<file path="config.mk">
export PLATFORM = sky130hd
export DESIGN_NAME = tick_timer_scheduler
export DESIGN_NICKNAME = d
export VERILOG_FILES = /design/src/sv/tts_pkg.sv /design/src/sv/tts_ctrl.sv /design/src/sv/tts_dpath.sv /design/src/sv/tick_timer_scheduler.sv
export SDC_FILE = /design/constraint.sdc
export NUM_CORES = 2
export LEC_CHECK = 0
export BUFFER_PORTS_ARGS = -buffer_cell sky130_fd_sc_hd__buf_4
export CORE_MARGIN = 2
export CORE_UTILIZATION = 30
export CTS_BUF_LIST = sky130_fd_sc_hd__clkbuf_16
export DETAILED_ROUTE_END_ITERATION = 12
export GPL_ROUTABILITY_DRIVEN = 0
export GPL_TIMING_DRIVEN = 0
export PLACE_DENSITY = 0.46
export SETUP_SLACK_MARGIN = 0.15
export SKIP_LAST_GASP = 1
export SYNTH_ARGS = -nofsm -noshare
export SYNTH_HDL_FRONTEND = slang
export SYNTH_HIERARCHICAL = 1
export SYNTH_SLANG_ARGS = --single-unit
</file>
<file path="constraint.sdc">
create_clock -name clk -period 9.8 [get_ports clk]
set_input_delay 0.49 -clock clk [delete_from_list [all_inputs] [get_ports clk]]
set_output_delay 0.49 -clock clk [all_outputs]
set_load 0.005 [all_outputs]
</file>
<file path="src/sv/tts_pkg.sv">
// Shared constants, codes, handshake structs and helpers for the tick timer scheduler.
package tts_pkg;

  localparam int SLOTS      = 16;
  localparam int DELAY_BITS = 16;
  localparam int IDX_W      = $clog2(SLOTS);
  localparam int CNT_W      = $clog2(SLOTS + 1);

  localparam logic [15:0] DELAY_MASK = 16'((17'd1 << DELAY_BITS) - 17'd1);

  localparam logic [1:0] OP_ONCE   = 2'd0;
  localparam logic [1:0] OP_REPEAT = 2'd1;
  localparam logic [1:0] OP_CANCEL = 2'd2;
  localparam logic [1:0] OP_TICK   = 2'd3;

  localparam logic [1:0] KIND_SCHEDULED = 2'd0;
  localparam logic [1:0] KIND_FIRED     = 2'd1;
  localparam logic [1:0] KIND_DONE      = 2'd2;
  localparam logic [1:0] KIND_FULL      = 2'd3;

  typedef struct packed {
    logic sched;
    logic cancel_start;
    logic tick_start;
    logic tick_step;
    logic cancel_step;
    logic tick_finish;
  } tts_cmd_t;

  typedef struct packed {
    logic scan_end;
    logic hit;
    logic fire;
    logic out_free;
  } tts_stat_t;

  // Keeps the low DELAY_BITS bits and lifts zero to one.
  function automatic logic [15:0] clamp_delay(input logic [15:0] v);
    logic [15:0] m;
    m = v & DELAY_MASK;
    return (m == 16'd0) ? 16'd1 : m;
  endfunction

endpackage

</file>
<file path="src/sv/tts_ctrl.sv">
// Control state machine of the tick timer scheduler.
module tts_ctrl (
  input  logic               clk,
  input  logic               rst,
  input  logic               in_valid,
  input  logic [1:0]         operation,
  input  tts_pkg::tts_stat_t stat,
  output tts_pkg::tts_cmd_t  cmd,
  output logic               in_stall
);
  import tts_pkg::*;

  localparam logic [1:0] ST_IDLE   = 2'd0;
  localparam logic [1:0] ST_CANCEL = 2'd1;
  localparam logic [1:0] ST_TICK   = 2'd2;
  localparam logic [1:0] ST_DONE   = 2'd3;

  logic [1:0] state;
  logic [1:0] state_next;
  logic       accept;

  assign in_stall = (state != ST_IDLE) || !stat.out_free;
  assign accept   = in_valid && !in_stall;

  always_comb begin
    cmd        = '0;
    state_next = state;
    case (state)
      ST_IDLE: begin
        if (accept) begin
          if (operation inside {OP_ONCE, OP_REPEAT}) begin
            cmd.sched = 1'b1;
          end else if (operation == OP_CANCEL) begin
            cmd.cancel_start = 1'b1;
            state_next       = ST_CANCEL;
          end else begin
            cmd.tick_start = 1'b1;
            state_next     = ST_TICK;
          end
        end
      end
      ST_CANCEL: begin
        if (stat.scan_end) begin
          state_next = ST_IDLE;
        end else begin
          cmd.cancel_step = 1'b1;
          if (stat.hit) begin
            state_next = ST_IDLE;
          end
        end
      end
      ST_TICK: begin
        if (stat.scan_end) begin
          state_next = ST_DONE;
        end else if (!(stat.fire && !stat.out_free)) begin
          cmd.tick_step = 1'b1;
        end
      end
      ST_DONE: begin
        if (stat.out_free) begin
          cmd.tick_finish = 1'b1;
          state_next      = ST_IDLE;
        end
      end
      default: begin
        state_next = ST_IDLE;
      end
    endcase
  end

  always_ff @(posedge clk) begin
    if (rst) begin
      state <= ST_IDLE;
    end else begin
      state <= state_next;
    end
  end

endmodule

</file>
<file path="src/sv/tts_dpath.sv">
// Datapath of the tick timer scheduler: timer table, counters and output register.
module tts_dpath (
  input  logic               clk,
  input  logic               rst,
  input  tts_pkg::tts_cmd_t  cmd,
  input  logic [1:0]         operation,
  input  logic [15:0]        first_delay,
  input  logic [15:0]        repeat_interval,
  input  logic [31:0]        target_handle,
  output tts_pkg::tts_stat_t stat,
  output logic               out_valid,
  input  logic               out_stall,
  output logic [1:0]         kind,
  output logic [31:0]        handle,
  output logic               last
);
  import tts_pkg::*;

  logic [31:0] slot_handle  [SLOTS];
  logic [31:0] slot_due     [SLOTS];
  logic [15:0] slot_period  [SLOTS];
  logic        slot_repeats [SLOTS];
  logic        slot_dead    [SLOTS];

  logic [31:0]      tick_count;
  logic [31:0]      next_handle;
  logic [CNT_W-1:0] entry_count;
  logic [CNT_W-1:0] scan_idx;
  logic [CNT_W-1:0] wr_idx;
  logic [31:0]      target;

  logic [IDX_W-1:0] rd;
  logic [31:0]      cur_handle;
  logic [31:0]      cur_due;
  logic [15:0]      cur_period;
  logic             cur_repeats;
  logic             cur_dead;
  logic [31:0]      lag;
  logic             fire;
  logic             keep;
  logic [31:0]      new_due;
  logic             full;
  logic             out_free;
  logic             sched_ok;
  logic             is_repeat;

  assign rd          = scan_idx[IDX_W-1:0];
  assign cur_handle  = slot_handle[rd];
  assign cur_due     = slot_due[rd];
  assign cur_period  = slot_period[rd];
  assign cur_repeats = slot_repeats[rd];
  assign cur_dead    = slot_dead[rd];

  // Wrap-safe due test: due when the tick count is not behind the due value.
  assign lag     = tick_count - cur_due;
  assign fire    = !cur_dead && !lag[31];
  assign keep    = !cur_dead && (!fire || cur_repeats);
  assign new_due = fire ? (cur_due + {16'd0, cur_period}) : cur_due;

  assign full      = (entry_count == CNT_W'(SLOTS));
  assign out_free  = !out_valid || !out_stall;
  assign sched_ok  = cmd.sched && !full;
  assign is_repeat = (operation == OP_REPEAT);

  assign stat.scan_end = (scan_idx == entry_count);
  assign stat.hit      = (cur_handle == target);
  assign stat.fire     = fire;
  assign stat.out_free = out_free;

  // Table writes: append, compacting rewrite, or cancel mark.
  always_ff @(posedge clk) begin
    if (sched_ok) begin
      slot_handle[entry_count[IDX_W-1:0]]  <= next_handle;
      slot_due[entry_count[IDX_W-1:0]]     <= tick_count + {16'd0, clamp_delay(first_delay)};
      slot_period[entry_count[IDX_W-1:0]]  <= is_repeat ? clamp_delay(repeat_interval) : 16'd0;
      slot_repeats[entry_count[IDX_W-1:0]] <= is_repeat;
      slot_dead[entry_count[IDX_W-1:0]]    <= 1'b0;
    end else if (cmd.tick_step && keep) begin
      slot_handle[wr_idx[IDX_W-1:0]]  <= cur_handle;
      slot_due[wr_idx[IDX_W-1:0]]     <= new_due;
      slot_period[wr_idx[IDX_W-1:0]]  <= cur_period;
      slot_repeats[wr_idx[IDX_W-1:0]] <= cur_repeats;
      slot_dead[wr_idx[IDX_W-1:0]]    <= 1'b0;
    end else if (cmd.cancel_step && stat.hit) begin
      slot_dead[rd] <= 1'b1;
    end
  end

  always_ff @(posedge clk) begin
    if (rst) begin
      tick_count  <= '0;
      next_handle <= '0;
      entry_count <= '0;
      scan_idx    <= '0;
      wr_idx      <= '0;
    end else begin
      if (cmd.tick_start) begin
        tick_count <= tick_count + 32'd1;
      end
      if (sched_ok) begin
        next_handle <= next_handle + 32'd1;
        entry_count <= entry_count + CNT_W'(1);
      end else if (cmd.tick_finish) begin
        entry_count <= wr_idx;
      end
      if (cmd.tick_start || cmd.cancel_start) begin
        scan_idx <= '0;
      end else if (cmd.tick_step || cmd.cancel_step) begin
        scan_idx <= scan_idx + CNT_W'(1);
      end
      if (cmd.tick_start) begin
        wr_idx <= '0;
      end else if (cmd.tick_step && keep) begin
        wr_idx <= wr_idx + CNT_W'(1);
      end
    end
  end

  always_ff @(posedge clk) begin
    if (cmd.cancel_start) begin
      target <= target_handle;
    end
  end

  // Output word register.
  always_ff @(posedge clk) begin
    if (rst) begin
      out_valid <= 1'b0;
    end else if (cmd.sched || (cmd.tick_step && fire) || cmd.tick_finish) begin
      out_valid <= 1'b1;
    end else if (!out_stall) begin
      out_valid <= 1'b0;
    end
  end

  always_ff @(posedge clk) begin
    if (cmd.sched) begin
      kind   <= full ? KIND_FULL : KIND_SCHEDULED;
      handle <= full ? 32'd0 : next_handle;
      last   <= 1'b1;
    end else if (cmd.tick_step && fire) begin
      kind   <= KIND_FIRED;
      handle <= cur_handle;
      last   <= 1'b0;
    end else if (cmd.tick_finish) begin
      kind   <= KIND_DONE;
      handle <= 32'd0;
      last   <= 1'b1;
    end
  end

endmodule

</file>
<file path="src/sv/tick_timer_scheduler.sv">
// Top level of the tick timer scheduler: controller, datapath and checks.
// Latency: a schedule's result word is valid in the cycle after the word is accepted.
// A schedule leaves the controller idle; a cancel holds the input off while it scans the
// table, one entry per cycle, up to its target, and a tick while it scans the whole table.
// A full, stalled output register holds the input off and stalls a tick scan on a fired word.
// Synchronous active-high reset clears the counters, fill count and state, not the table.
module tick_timer_scheduler (
  input  logic        clk,
  input  logic        rst,
  input  logic        in_valid,
  output logic        in_stall,
  input  logic [1:0]  operation,
  input  logic [15:0] first_delay,
  input  logic [15:0] repeat_interval,
  input  logic [31:0] target_handle,
  output logic        out_valid,
  input  logic        out_stall,
  output logic [1:0]  kind,
  output logic [31:0] handle,
  output logic        last
);
  import tts_pkg::*;

  // The controller sequences the scans; the datapath owns the table, counters and output register and
  // reports back through a small status struct.
  tts_cmd_t  cmd;
  tts_stat_t stat;

  tts_ctrl u_ctrl (
    .clk       (clk),
    .rst       (rst),
    .in_valid  (in_valid),
    .operation (operation),
    .stat      (stat),
    .cmd       (cmd),
    .in_stall  (in_stall)
  );

  // A tick walks the table once: due timers emit a fired word, survivors are
  // rewritten towards the front so the table stays compact and in creation order.
  tts_dpath u_dpath (
    .clk             (clk),
    .rst             (rst),
    .cmd             (cmd),
    .operation       (operation),
    .first_delay     (first_delay),
    .repeat_interval (repeat_interval),
    .target_handle   (target_handle),
    .stat            (stat),
    .out_valid       (out_valid),
    .out_stall       (out_stall),
    .kind            (kind),
    .handle          (handle),
    .last            (last)
  );

`ifndef NO_ASSERTIONS
  // The done word closes a tick and carries no handle.
  a_done_word: assert property (@(posedge clk) disable iff (rst)
    (out_valid && kind == KIND_DONE) |-> (last && handle == 32'd0))
    else $error("done word malformed");

  // Fired words are never the final word of a tick.
  a_fired_not_last: assert property (@(posedge clk) disable iff (rst)
    (out_valid && kind == KIND_FIRED) |-> !last)
    else $error("fired word marked last");

  // A tick occupies the block for at least the following cycle.
  a_tick_busy: assert property (@(posedge clk) disable iff (rst)
    (in_valid && !in_stall && operation == OP_TICK) |=> in_stall)
    else $error("input accepted during tick scan");

  // A schedule request always yields a result word in the next cycle.
  a_sched_result: assert property (@(posedge clk) disable iff (rst)
    (in_valid && !in_stall && (operation == OP_ONCE || operation == OP_REPEAT))
      |=> (out_valid && last))
    else $error("schedule gave no result word");
`endif

endmodule
</file>
==> results.md <==
- Status: complete, but fails checks
- Failing checks: capacitance limit
- Clock Root Buffer: clkbuf_16
- Final Net Count: 4031
- Final Setup Violations: 0
- Initial core utilization: 30.17%
- Initial antenna violation count: 5
- Synth top area share: 67.10%
- Clk_lat worst skew: 0.83 ns
- Post-Route M1 WL: 87040 um
- Maxcap violations: 1
- Largest family of logic cells by synthesized area: multiplexers
- Crit end category: register
- Clock sink count: 1465
- Top post-synthesis cells by area: edfxtp_1, mux4_2, dfxtp_1
- Met2 routed WL: 97720 um
- Period minus WS final: 9.201 ns
- Area delta synth->final: 19.77%
- Worst r2r dst: u_dpath/slot_period[5][10]$_DFFE_PP_
- Net Switching: 0.003096 W
- Die ar.: 209200 um^2
- Wire per inst: 30.04 um
- Number of flops mapped to enable cells by yosys: 1378
- Fin. Hold Viols: 0
- Skew final: 0.04978 ns
- CP max stage cell: mux4_2
- Combinational share of power: 6.6%
- Most used DFF post-synth: edfxtp_1
- Synth Register Bits: 1465
- LEAKAGE: 23.55 nW
- Share of cells above drive strength 1: 25.47%
- Area share of fa/ha/maj cells after synthesis: 1.445%
- H-tree levels: 4
- Clock share of power: 42.3%
- Global route overflow: 0
- Proportion of synthesized area in mux cells: 15.35%
- Sw Ratio: 22.93%
- Hold-critical path depth: 4
- Area post-placement: 68150 um^2
- Worst Setup EP: u_dpath/slot_period[5][10]$_DFFE_PP_
- FF-to-FF setup slack: 0.60 ns
- Num CTS Buffers: 156
- CP startpoint kind: register
- Compound-gate portion of the synthesized area: 3.737%
- WS Path Type: register to register
- Final Cycle Share: 93.89%
- First-pass GRT wire length: 279300 um
- Internal power: 0.01041 W
- Asr flop ratio synth: 0%
- Die Wd: 457.4 um
- Core area: 204400 um^2
- Normalized max-slew margin: 1.541%
- Worst path max stage delay: 0.60 ns
- Power Density: 182.9 nW/um^2
- Sequential power share: 51.1%
- XOR/XNOR Fraction of Synth Area: 2.585%
- Slew @ Worst Pin: 1.466 ns
- DR WL met3: 10060 um
- Syn Inst Count: 3458
- Hold Crit Class: primary input to register
- Final TNS setup: 0 ns
- Post-Synth Simple-Gate Area: 4.812%
- CTS tree: built
- Top sig layer: met5
- Total track usage: 19.09%
- RSZ-0062 raised after global routing: no
- Syn avg cell area: 17.83 um^2
- FMAX: 108.7 MHz
- Largest net degree at the start of global routing: 35
- Detailed Place HPWL: 139300 um
- CP max FO: 16
- VDD IR-drop max: 0.1886 mV
- Row count: 166
- Distinct cells, synth: 79
- Boundary Pins: 107
- Vias per cell: 5.178
- TritonRoute pass-1 iters: 5
- Max Transition Viols Final: 0
- Seq/Total Area, Yosys: 69.92%
- Reg clk slew, reported paths: 0.06 ns
- Final Cell Area: 73860 um^2
- DR vias: 34768
- Detailed-route DRC error count: 0
- Die height: 457.4 um
- Antenna viol nets, final: 0
- Vias in the first global route: 34443
- R2R depth: 35
- Worst EP arrival: 9.70 ns
- Worst path required time: 10.29 ns
- Input/output buffers: 106
- Count of warnings emitted by yosys: 6
- Synthesized Nets: 3598
- Drt initial violations: 3559
- Final WL: 201700 um
- Syn Std Cell Area: 61670 um^2
- Hold_ws: 0.1257 ns
- Area leader, netlist: edfxtp_1
- Clock Path Buffers: 3
[metrics by stage]
step	utilization (%)	setup WS (ns)	power, W	instances
final	36.14	0.5985	0.01351	6714
after global routing	36.14	0.2310	0.01394	6713
after CTS	36.07	0.1837	0.01365	6705
after detailed placement	33.35	-3.737	0.007902	6369
after global placement	32.21	-12.57	0.007878	6252
after floorplan	-	-0.8928	0.007522	3458
[power by group through the flow]
| stage | clock network, W | registers [W] | logic [W] |
|---|---|---|---|
| floorplan | 0 | 0.00703 | 0.000487 |
| global placement | 0 | 0.00706 | 0.000817 |
| detailed placement | 0 | 0.00704 | 0.000863 |
| CTS | 0.00586 | 0.00691 | 0.000886 |
| global route | 0.00609 | 0.00691 | 0.000945 |
| finish | 0.00571 | 0.00691 | 0.000889 |
[worst min-delay path by stage]
stage | from | to
after floorplan | u_dpath/next_handle[1]$_SDFFE_PP0P_ | u_dpath/next_handle[1]$_SDFFE_PP0P_
after global placement | u_dpath/next_handle[25]$_SDFFE_PP0P_ | u_dpath/next_handle[25]$_SDFFE_PP0P_
after detailed placement | u_dpath/wr_idx[4]$_SDFFE_PP0P_ | u_dpath/wr_idx[4]$_SDFFE_PP0P_
after CTS | operation[0] | u_ctrl/state[1]$_SDFFE_PP0P_
after global routing | operation[0] | u_ctrl/state[1]$_SDFFE_PP0P_
final | operation[0] | u_ctrl/state[1]$_SDFFE_PP0P_
[per-layer routing]
layer  vias up  GRT usage [%]
met2      1072          31.50
met1     18715          25.79
met5         -              0
li1      14709              -
met3       270          2.832
met4         2          6.291
[sequential cells by signal, indices dropped and copies added, names as in the netlist, named ones only]
signal and count:
u_dpath/last 1, u_dpath/scan_idx 5, u_dpath/out_valid 1, u_dpath/kind 2
u_dpath/tick_count 32, u_dpath/entry_count 5, u_dpath/slot_due 512, u_dpath/slot_handle 512
u_dpath/wr_idx 5, u_dpath/slot_dead 16, u_dpath/target 32, u_dpath/slot_repeats 16
u_dpath/next_handle 32, u_ctrl/state 2, u_dpath/slot_period 256, u_dpath/handle 32
[worst max-delay path: cells and delay by family (launching register included)]
family	cells	cell delay, ns
and+or+nand+nor	5	0.92
DFF	1	0.38
AOI/OAI and AO/OA	7	1.86
muxes	2	0.94
buffers and inverters	20	4.46
adders and majority gates	1	0.19
[final cells by class]
type / instances / area [um^2]
Tap cell: 2688 / 3363
Timing Repair Buffer: 275 / 3455
Inverter: 77 / 289.0
Buffer: 187 / 1132
Multi-Input combinational cell: 1729 / 17540
Clock buffer: 158 / 3954
Clock inverter: 130 / 989.7
Fill cell: 19187 / 130500
Antenna cell: 5 / 12.51
Sequential cell: 1465 / 43120
[synth_stat cells (5+ instances only)]
cell and number:
buf_4 33, inv_1 74, nor2b_1 30, nor3_1 33
mux2i_1 110, a21o_1 19, and3_1 26, o21bai_1 5
nand2b_1 12, a31oi_1 8, buf_1 16, a21oi_1 77
nor2_1 177, o22ai_1 15, and4_1 11, o2111ai_1 5
ha_1 68, nand2_1 166, dfxtp_1 87, or3_1 16
a221oi_1 5, mux2_2 54, xor2_1 80, nor4_1 19
o21a_1 15, and2_1 11, o21ai_0 86, a211oi_1 18
a22o_1 31, nand3_1 67, o221ai_1 5, mux4_2 330
edfxtp_1 1378, buf_6 12, buf_2 59, nand4_1 30
a22oi_1 11, or2_2 7, clkbuf_1 63, mux4_1 10
xnor2_1 102
[cell usage in the layout (no fill, tap or decap), types with 15 or more instances in the layout]
master,synthesis,routed
edfxtp_1,1378,1378
mux4_2,330,330
buf_4,33,187
nand2_1,166,165
clkbuf_16,0,158
nor2_1,177,156
inv_1,74,118
mux2i_1,110,102
xnor2_1,102,102
dfxtp_1,87,87
xor2_1,80,80
a21oi_1,77,73
ha_1,68,68
nand3_1,67,66
buf_12,0,62
clkbuf_1,63,58
o21ai_0,86,56
mux2_2,54,54
buf_2,59,41
clkinv_1,1,38
dlygate4sd3_1,0,33
nor3_1,33,32
o21ai_1,4,32
a22o_1,31,31
nor2b_1,30,30
nand4_1,30,30
and3_1,26,26
buf_6,12,25
clkinv_2,0,23
buf_16,0,23
a21o_1,19,19
nor4_1,19,19
nor2_4,0,18
a211oi_1,18,16
or3_1,16,16
o21a_1,15,15
o22ai_1,15,15
[what timing repair did]
action | CTS | global route
gates cloned | 0 | 0
pin swaps | 13 | 3
buffers inserted | 15 | 3
gates resized for setup | 55 | 19
endpoints found under the setup margin | 2708 | 1170
hold buffers | 33 | 0
endpoints found under the hold margin | 33 | 0
[logic make-up (layout without fill, tap and decap cells)]
| logic type | count (synthesis) | count (layout) |
|---|---|---|
| AO/OA/AOI/OAI | 347 | 347 |
| XOR/XNOR | 182 | 182 |
| adder cells (fa/ha/maj) | 70 | 70 |
| buffers and inverters | 264 | 827 |
| flip-flops | 1465 | 1465 |
| multiplexers | 508 | 508 |
| other | 0 | 5 |
| AND/OR/NAND/NOR | 622 | 622 |
Power figures use the tool's default switching activity.
